**config.mk**
```make
export PLATFORM = sky130hd
export DESIGN_NAME = scs_ctrl
export DESIGN_NICKNAME = d
export VERILOG_FILES = /design/src/design/scs_pkg.sv /design/src/design/scs_ctrl.sv
export SDC_FILE = /design/constraint.sdc
export NUM_CORES = 1
export LEC_CHECK = 0
export BUFFER_PORTS_ARGS = -buffer_cell sky130_fd_sc_hd__buf_2
export CELL_PAD_IN_SITES_DETAIL_PLACEMENT = 1
export CELL_PAD_IN_SITES_GLOBAL_PLACEMENT = 2
export CORE_ASPECT_RATIO = 1.2
export CORE_MARGIN = 10
export CORE_UTILIZATION = 19
export CTS_CLUSTER_SIZE = 16
export DETAILED_ROUTE_END_ITERATION = 8
export HOLD_SLACK_MARGIN = 0.1
export PLACE_DENSITY_LB_ADDON = 0.25
export SETUP_SLACK_MARGIN = 0.15
export SYNTH_ARGS = -nofsm -noshare
export SYNTH_HDL_FRONTEND = slang
export SYNTH_SLANG_ARGS = --single-unit
```
**constraint.sdc**
```tcl
create_clock -name clk -period 1.2 [get_ports clk]
set_clock_uncertainty 0.05 [all_clocks]
set_input_delay 0.06 -clock clk [delete_from_list [all_inputs] [get_ports clk]]
set_output_delay 0.06 -clock clk [all_outputs]
set_load 0.02 [all_outputs]
```
**src/design/scs_pkg.sv**
```systemverilog
package scs_pkg;

    localparam int MAX_ELEMENTS = 1024;
    localparam int ADDR_W       = $clog2(MAX_ELEMENTS);
    localparam int CNT_W        = ADDR_W + 1;
    localparam int KEY_W        = 32;
    localparam int WGT_W        = 16;
    // A square of a Q8.8 weight never exceeds 2^30.
    localparam int SQ_W         = 2 * WGT_W - 1;
    localparam int SUM_W        = SQ_W + ADDR_W;
    localparam int DOT_W        = SUM_W + 1;
    localparam int PROD_W       = 2 * SUM_W;
    localparam int RES_W        = 16;
    localparam int Q_W          = 15;
    localparam int QIDX_W       = $clog2(Q_W);
    localparam int SCALE_SH     = 2 * (Q_W - 1);
    localparam int WORK_W       = PROD_W + SCALE_SH + 2;
    localparam int MCNT_W       = $clog2(SUM_W + 1);

    typedef enum logic [1:0] {
        OP_APPEND_A = 2'd0,
        OP_APPEND_B = 2'd1,
        OP_COMPUTE  = 2'd2,
        OP_NONE     = 2'd3
    } op_t;

    typedef struct packed {
        logic append_a;
        logic append_b;
        logic walk_init;
        logic walk_step;
        logic mul_load_p;
        logic mul_load_m;
        logic mul_step;
        logic root_init;
        logic root_add;
        logic root_cmp;
        logic emit;
    } scs_cmd_t;

    typedef struct packed {
        logic walk_done;
        logic mul_done;
        logic root_done;
        logic out_busy;
    } scs_status_t;

endpackage

```
**src/design/scs_ctrl.sv**
```systemverilog
module scs_ctrl (
    input  logic                  clk,
    input  logic                  rst_n,
    input  logic                  in_valid,
    output logic                  in_stall,
    input  logic [1:0]            operation,
    output scs_pkg::scs_cmd_t     cmd,
    input  scs_pkg::scs_status_t  status
);
    import scs_pkg::*;

    typedef enum logic [3:0] {
        S_IDLE,
        S_READ,
        S_STEP,
        S_LOAD_P,
        S_MUL_P,
        S_LOAD_M,
        S_MUL_M,
        S_ROOT_INIT,
        S_ROOT_ADD,
        S_ROOT_CMP,
        S_EMIT
    } state_t;

    state_t state_reg;

    assign in_stall = (state_reg != S_IDLE);

    always_comb
    begin
        cmd = '0;
        unique case (state_reg)
            S_IDLE:
            begin
                if (in_valid)
                begin
                    unique case (op_t'(operation))
                        OP_APPEND_A: cmd.append_a  = 1'b1;
                        OP_APPEND_B: cmd.append_b  = 1'b1;
                        OP_COMPUTE:  cmd.walk_init = 1'b1;
                        OP_NONE:     ;
                    endcase
                end
            end
            S_READ:      ;
            S_STEP:      cmd.walk_step  = !status.walk_done;
            S_LOAD_P:    cmd.mul_load_p = 1'b1;
            S_MUL_P:     cmd.mul_step   = !status.mul_done;
            S_LOAD_M:    cmd.mul_load_m = 1'b1;
            S_MUL_M:     cmd.mul_step   = !status.mul_done;
            S_ROOT_INIT: cmd.root_init  = 1'b1;
            S_ROOT_ADD:  cmd.root_add   = 1'b1;
            S_ROOT_CMP:  cmd.root_cmp   = 1'b1;
            S_EMIT:      cmd.emit       = !status.out_busy;
            default:     ;
        endcase
    end

    always_ff @(posedge clk or negedge rst_n)
    begin
        if (!rst_n)
        begin
            state_reg <= S_IDLE;
        end
        else
        begin
            unique case (state_reg)
                S_IDLE:
                begin
                    if (in_valid && (op_t'(operation) == OP_COMPUTE))
                        state_reg <= S_READ;
                end
                S_READ:      state_reg <= S_STEP;
                S_STEP:      state_reg <= status.walk_done ? S_LOAD_P : S_READ;
                S_LOAD_P:    state_reg <= S_MUL_P;
                S_MUL_P:
                begin
                    if (status.mul_done)
                        state_reg <= S_LOAD_M;
                end
                S_LOAD_M:    state_reg <= S_MUL_M;
                S_MUL_M:
                begin
                    if (status.mul_done)
                        state_reg <= S_ROOT_INIT;
                end
                S_ROOT_INIT: state_reg <= S_ROOT_ADD;
                S_ROOT_ADD:  state_reg <= S_ROOT_CMP;
                S_ROOT_CMP:  state_reg <= status.root_done ? S_EMIT : S_ROOT_ADD;
                S_EMIT:
                begin
                    if (!status.out_busy)
                        state_reg <= S_IDLE;
                end
                default:     state_reg <= S_IDLE;
            endcase
        end
    end

endmodule

```
# Word-level counts from Yosys, hierarchy flattened
# Index checks and enable logic that the tools add are counted.
op_classes:
  magnitude_cmp: 0
  shifts: 0
  n_reduce_logical: 9
  n_eq_ne: 16
  muxes: 20
  n_bitwise: 0
  multipliers: 0
  addsub: 0
  n_div: 0
op_table:
  columns: ["op", "n"]
  rows:
  - ["4-bit one-hot mux with 11 select lines", 1]
  - ["4-bit by 3-bit equality test with 1-bit output (second input constant)", 4]
  - ["4-bit 2-to-1 mux", 4]
  - ["4-bit equality test (second input constant)", 3]
  - ["1-bit 2-to-1 mux", 11]
  - ["4-bit by 2-bit equality test with 1-bit output (second input constant)", 2]
  - ["2-bit != test (second input constant)", 4]
  - ["3-bit 2-to-1 mux", 2]
  - ["4-bit by 1-bit equality test with 1-bit output (second input constant)", 1]
  - ["4-bit logical NOT", 1]
  - ["2-bit 2-to-1 mux", 2]
  - ["4-bit AND reduction", 1]
  - ["4-bit nonzero test", 1]
  - ["1-bit logical NOT", 3]
  - ["2-bit by 1-bit equality test with 1-bit output (second input constant)", 1]
  - ["2-bit equality test (second input constant)", 1]
  - ["2-bit logical NOT", 1]
  - ["2-bit OR reduction", 1]
  - ["1-bit logical AND", 1]
word_totals:
  mem_bits_ro: 0
  word_cells: 46
  ramBits: 0
  ff_bits: 4
  latch_bits: 0
  memories: 0

# Depth between registers and ports, before layout
# Gate-level depths: netlist (run 1).
depth:
  depth_word: 4
  ltp_mapped: 5
  ltp_nobuf: 4

# Worst setup path before layout (run 1)
# OpenSTA, ideal clock, no wires.
synth_path:
  path_type: "register to output"
  start: "register state_reg[0]"
  end: "output port cmd[8] in the netlist's numbering"
  arrival_ps: 1623
  t_required_ps: 1090
  stages_incl_launch_ff: 4
  path_buffers: 1
  path_slack_ps: -533
  cell_sequence: "dfrtp_1 -> buf_6 -> or4_4 -> nor3_1"
synth_rtl:
  columns: ["element", "line", "rtl"]
  rows:
  - ["start: declaration", "scs_ctrl.sv:26", "state_t state_reg;"]
  - ["start signal: assignment", "scs_ctrl.sv:75", "S_STEP: state_reg <= status.walk_done ? S_LOAD_P : S_READ;"]
  - ["start signal: assignment", "scs_ctrl.sv:90", "S_ROOT_CMP: state_reg <= status.root_done ? S_EMIT : S_ROOT_ADD;"]
  - ["end: declaration", "scs_ctrl.sv:7", "output scs_pkg::scs_cmd_t cmd,"]

==> flow_metrics.py, run 1 <==
metrics = {
    "layout": {
        "layout-drive-gt1-share": 0.793,
        "diodes": 0,
        "nets": 97,
        "n_fill_cell": 203,
        "stdcell_count": 106,
        "largest_reg_flops": 4,
        "area_growth_pct": 167,
    },
    "job": {
        "drv_cap": 0,
    },
    "placed_design": {
        "io_buffers": 20,
        "hpwl_mm": 1.05,
        "gp_congestion": 0.743,
        "dpl.cell_count": 88,
    },
    "clock_tree": {
        "cts.path.max_buffers": 2,
        "root_buffer": "clkbuf_4",
        "cts_htree_levels": 1,
        "insertion_delay_ns": 0.24,
        "clkTransAtPathRegs_ns": 0.05,
        "cts_tree": "yes",
        "cts.sinks": 4,
        "cts-buffers-inserted": 3,
    },
    "die": {
        "num_rows": 17,
        "initial_utilization": 0.198,
        "die_y_um": 67.5,
        "io_pins": 21,
        "die_area_sq_um": 4030,
        "core-area_sq_um": 1810,
        "die_x_um": 59.6,
    },
    "setup_path": {
        "cp_data_required_time_ns": 1.09,
        "worstRegToRegCells": 9,
        "path_cells": "or4_4 > nor4b_4 > buf_4",
        "start_kind": "flop",
        "end_kind": "output port",
        "path_max_fanout": 4,
        "worstSetupPathDepth": 3,
        "path_class": "reg -> out",
        "crit_path_top_delay_cell": "or4_4",
        "cp_num_buf_inv": 1,
        "cp_top_family": "simple AND/OR/NAND/NOR gates",
        "ff2ff_setup_slack_ns": -0.30,
        "worstPathArrival_ns": 1.61,
        "max_stage_delay_ns": 0.59,
    },
    "timing": {
        "final.period_utilization": 1.44,
        "max_freq_ghz": 0.580,
        "final.setup.worst_slack_ns": -0.524,
        "rsz0062_at_grt": "yes",
        "slew_headroom": 0.845,
        "hold_slack_ns": 0.105,
        "final-hold-violation-count": 0,
        "drv_slew": 0,
        "worstMarginPinSlew_ns": 0.233,
        "finalSetupViolCount": 16,
        "fin_crit_ns": 1.72,
    },
    "run_status": {
        "violations": "setup timing",
        "outcome": "finished, violations left",
    },
    "global_routing": {
        "grt_max_degree": 12,
        "grt_use_total": 0.0880,
        "grt_overflow_total": 0,
        "grt_antenna_before_repair": 0,
        "grt_pass1_vias": 565,
        "grt_pass1_wl_mm": 2.70,
    },
    "routing": {
        "wl_met1_um": 603,
        "wl_met3_um": 106,
        "wl_met2_um": 920,
        "drc_errors": 0,
        "ant_nets": 0,
        "wirelength_mm": 1.63,
        "vias": 491,
        "wl_per_cell_um": 15.4,
        "dr.pass1.iters": 3,
        "dr.max_layer_used": "met3",
        "drt_first_iter_violations": 3,
        "vias_per_cell": 4.63,
    },
    "synthesis": {
        "synth_largest_area_cell": "dfrtp_1",
        "seq_area_frac_synth": 0.280,
        "ys_seq_elements": 4,
        "syn_area_per_cell_sq_um": 8.32,
        "synth_area_leaders": "dfrtp_1, nor4b_4, nor3_1",
        "ys_warn_count": 0,
        "synthCells": 43,
        "yosysTopAreaCellShare": 0.280,
        "syn_nets": 52,
        "synthesis.area_sq_um": 358,
        "yosysUniqueCellTypes": 22,
    },
    "power_and_ir_drop": {
        "max-vdd-ir-drop_v": 0.00121,
        "clkPwrFrac": 0.078,
        "swShare": 0.438,
        "p_int_mw": 1.42,
        "power.switching_mw": 1.11,
        "seqPwrFrac": 0.097,
        "p_leak_nw": 0.415,
        "comb_power_share": 0.824,
        "pwr_density_cell_nw_per_um2": 2650,
    },
    "worst_hold_path": {
        "min_path_type": "in -> async",
    },
}
-- repair_timing --
item	CTS	global route
setup endpoints to repair	16	16
hold endpoints to repair	4	0
setup buffers	8	5
hold buffers	1	0
gates resized for setup	40	18
pin swaps	4	8
-- final timing paths --
check | to | start
setup / recovery | cmd[9] | state_reg[2]
hold / removal | state_reg[0] | rst_n
setup reg to reg | state_reg[1] | state_reg[2]
hold reg to reg | state_reg[2] | state_reg[3]
max in group asynchronous | state_reg[2] | rst_n
min in group clk | state_reg[1] | status[2]
-- layer usage --
layer / up-vias / track usage
li1: 245 / -
met1: 233 / 0.0897
met2: 13 / 0.150
met3: 0 / 0.0225
met4: 0 / 0.0674
met5: - / 0
-- area by class of cell --
class,count,area (sq um),share of cell area
Inverter,3,23.8,0.0249
Multi-Input combinational cell,34,400,0.419
Timing Repair Buffer,42,379,0.397
Tap cell,19,23.8,0.0249
Sequential cell,4,101,0.106
Clock buffer,4,26.3,0.0275
-- stage by stage --
step | setup WS [ns] | total power, mW | setup TNS (ns) | instance area, sq um | utilization
4_1_cts | -0.501 | 2.12 | -4.00 | 833 | 0.461
3_3_place_gp | -0.252 | 1.35 | -1.27 | 587 | 0.325
6_report | -0.524 | 2.53 | -5.28 | 955 | 0.528
5_1_grt | -0.601 | 2.70 | -6.24 | 955 | 0.528
3_5_place_dp | -0.265 | 1.35 | -1.30 | 587 | 0.325
2_1_floorplan | -0.375 | 0.996 | -1.23 | 428 | -
-- synthesized netlist by cell type --
| library cell | instances |
|---|---|
| nor3_1 | 6 |
| o31ai_1 | 1 |
| buf_6 | 1 |
| inv_1 | 3 |
| or4_4 | 1 |
| o21ai_0 | 3 |
| o22a_1 | 1 |
| nand2_1 | 3 |
| clkbuf_1 | 1 |
| nand2b_1 | 2 |
| nor2_1 | 6 |
| nand3_1 | 1 |
| nor4b_4 | 2 |
| a21boi_0 | 1 |
| o22ai_1 | 1 |
| xnor2_1 | 1 |
| nor4_1 | 1 |
| dfrtp_1 | 4 |
| a31o_2 | 1 |
| o32a_1 | 1 |
| or2b_1 | 1 |
| a21oi_1 | 1 |
-- worst register-to-register path: stages (launching register included) --
cell and delay [ns]:
dfrtp_2 0.35, buf_4 0.10, buf_6 0.09, buf_12 0.13, clkinv_8 0.06, buf_6 0.11
buf_6 0.11, a21boi_1 0.12, o32a_1 0.18, o22ai_2 0.08
-- cells in the final DEF, fill, tap and decap left out --
cell type      count
buf_6             17
buf_4             13
buf_2              9
nor2_4             3
nor3_2             3
nor3_4             3
nor2_1             3
clkbuf_4           3
dfrtp_1            3
nand2_8            2
inv_1              2
nor4b_4            2
nand2b_4           2
o21ai_0            2
clkinv_8           1
or2b_4             1
or4_4              1
nand2_1            1
nor4_4             1
nand3_1            1
a21oi_1            1
o21ai_2            1
o31ai_4            1
a31o_2             1
xnor2_2            1
o22a_1             1
a21boi_1           1
o32a_1             1
o22ai_2            1
clkbuf_1           1
dlygate4sd3_1      1
buf_12             1
buf_8              1
dfrtp_2            1
-- power groups by stage --
stage | combinational, mW | sequential [mW] | clock, mW
final | 2.09 | 0.246 | 0.199
after global routing | 2.22 | 0.250 | 0.226
after CTS | 1.69 | 0.238 | 0.193
after detailed placement | 1.11 | 0.238 | 0
after global placement | 1.12 | 0.234 | 0
after floorplan | 0.712 | 0.284 | 0
-- cells by family (layout without fill, tap and decap cells) --
logic type,after synthesis,after routing,share of synthesized area
simple gates,23,23,0.430
xor+xnor,1,1,0.0245
compound gates,10,10,0.192
buf+inv,5,49,0.0734
flops,4,4,0.280
Note: power is estimated with default switching activity, not from simulation.
==> inputs of run 2 (changes only) <==
--- a/config.mk
+++ b/config.mk
@@ -11,10 +11,11 @@
 export CORE_ASPECT_RATIO = 1.2
 export CORE_MARGIN = 10
 export CORE_UTILIZATION = 19
-export CTS_CLUSTER_SIZE = 16
+export CTS_CLUSTER_SIZE = 10
 export DETAILED_ROUTE_END_ITERATION = 8
 export HOLD_SLACK_MARGIN = 0.1
 export PLACE_DENSITY_LB_ADDON = 0.25
+export RECOVER_POWER = 25
 export SETUP_SLACK_MARGIN = 0.15
 export SYNTH_ARGS = -nofsm -noshare
 export SYNTH_HDL_FRONTEND = slang
==> flow_metrics.py, run 2 (synthesis gave the netlist of run 1 again) <==
metrics = {
    "clock_tree": {
        "cts_tree": "yes",
        "insertion_delay_ns": 0.24,
        "cts_htree_levels": 1,
        "cts-buffers-inserted": 3,
        "clkTransAtPathRegs_ns": 0.05,
        "root_buffer": "clkbuf_4",
        "cts.path.max_buffers": 2,
        "cts.sinks": 4,
    },
    "die": {
        "die_x_um": 59.6,
        "die_y_um": 67.5,
        "die_area_sq_um": 4030,
        "core-area_sq_um": 1810,
        "num_rows": 17,
        "io_pins": 21,
        "initial_utilization": 0.198,
    },
    "routing": {
        "vias_per_cell": 4.63,
        "wirelength_mm": 1.63,
        "vias": 491,
        "wl_per_cell_um": 15.4,
        "drc_errors": 0,
        "ant_nets": 0,
        "drt_first_iter_violations": 3,
        "dr.pass1.iters": 3,
    },
    "layout": {
        "nets": 97,
        "fin_area_sq_um": 953,
        "utilization": 0.527,
        "layout-drive-gt1-share": 0.782,
        "diodes": 0,
        "stdcell_count": 106,
        "largest_reg_flops": 4,
        "final_cell_mix": "buf_6, buf_4, buf_2",
        "final_common_cell": "buf_6",
        "area_growth_pct": 166,
        "n_fill_cell": 204,
    },
    "placed_design": {
        "gp_congestion": 0.743,
        "io_buffers": 20,
        "hpwl_mm": 1.05,
        "dpl.cell_count": 88,
        "placed_area_sq_um": 587,
    },
    "timing": {
        "final.setup.worst_slack_ns": -0.524,
        "finalSetupViolCount": 16,
        "final-hold-violation-count": 0,
        "final.period_utilization": 1.44,
        "finalSetupTns_ns": -5.28,
        "fin_crit_ns": 1.72,
        "drv_slew": 0,
        "rsz0062_at_grt": "yes",
        "max_freq_ghz": 0.580,
        "slew_headroom": 0.845,
        "worstMarginPinSlew_ns": 0.233,
    },
    "setup_path": {
        "path_max_fanout": 4,
        "cp_data_required_time_ns": 1.09,
        "worstPathArrival_ns": 1.61,
        "rr_startpoint": "state_reg[2]",
        "crit_start": "state_reg[2]",
        "end_kind": "output port",
        "ff2ff_setup_slack_ns": -0.30,
        "crit_path_top_delay_cell": "or4_4",
        "path_cells": "or4_4 > nor4b_4 > buf_4",
        "endpoint": "cmd[9]",
        "worstRegToRegCells": 9,
        "max_stage_delay_ns": 0.59,
        "start_kind": "flop",
        "r2r-end": "state_reg[1]",
        "path_class": "reg -> out",
    },
    "power_and_ir_drop": {
        "max-vdd-ir-drop_v": 0.00121,
        "finalPower_mw": 2.53,
        "pwr_density_cell_nw_per_um2": 2650,
        "p_leak_nw": 0.412,
    },
    "run_status": {
        "outcome": "finished, violations left",
        "violations": "setup timing",
    },
    "worst_hold_path": {
        "min_path_type": "in -> reg",
    },
    "global_routing": {
        "grt_antenna_before_repair": 0,
        "grt_overflow_total": 0,
        "grt_pass1_vias": 565,
        "grt_max_degree": 12,
        "grt_use_total": 0.0880,
        "grt_pass1_wl_mm": 2.70,
    },
    "job": {
        "drv_cap": 0,
    },
}
==> run 2: changes by cell type in the layout (fill, tap and decap cells not counted) <==
| cell | before | now |
|---|---|---|
| clkbuf_1 | 1 | 2 |
| buf_2 | 9 | 8 |
==> run 2: worst max-delay path: cells and delay by family, from the launching register on <==
| kind | cells | cell delay, ns |
|---|---|---|
| AND/OR/NAND/NOR | 2 | 0.81 |
| flip-flops | 1 | 0.39 |
| buffers and inverters | 1 | 0.17 |
==> run 2: area by class of cell <==
type | instances | area [sq um] | share of cell area
repair buffers | 42 | 378 | 0.396
multi-input cells | 34 | 400 | 0.420
clock buffers | 4 | 26.3 | 0.0276
inverters | 3 | 23.8 | 0.0249
flip-flops and latches | 4 | 101 | 0.106
well taps | 19 | 23.8 | 0.0249
==> run 2: what timing repair did <==
item,in CTS,in global routing
buffers inserted,8,5
hold buffers,1,0
resized for setup,40,18
setup endpoints to repair,16,16
pin swaps,4,8
hold endpoints to repair,4,0
==> run 2: how the worst min path moves through the flow <==
stage                   start           end  slack (ns)  cells past startpoint
floorplan               rst_n  state_reg[0]       -0.29                      0
global placement        rst_n  state_reg[3]       -0.18                      1
detailed placement      rst_n  state_reg[3]       -0.18                      1
CTS                     rst_n  state_reg[3]        0.10                      2
global route        status[2]  state_reg[1]        0.13                      3
finish              status[2]  state_reg[1]        0.12                      3
==> run 2: power by group <==
| part | switching (mW) | internal (mW) | leakage, nW | total (mW) |
|---|---|---|---|---|
| Sequential | 0.0430 | 0.203 | 0.0498 | 0.246 |
| Combinational | 0.994 | 1.09 | 0.347 | 2.09 |
| Clock | 0.0726 | 0.126 | 0.0150 | 0.199 |
==> run 2: per-layer routing <==
| layer | up-vias | share of wire | track usage |
|---|---|---|---|
| li1 | 245 | - | - |
| met1 | 233 | 0.37 | 0.0897 |
| met2 | 13 | 0.56 | 0.150 |
| met3 | 0 | 0.065 | 0.0225 |
| met4 | 0 | 0 | 0.0674 |
| met5 | - | 0 | 0 |
==> run 2: metrics by stage <==
stage               setup slack (ns)  hold WS (ns)
finish                        -0.524         0.124
global placement              -0.252        -0.183
CTS                           -0.501         0.103
global route                  -0.601         0.134
detailed placement            -0.265        -0.182
floorplan                     -0.375        -0.286
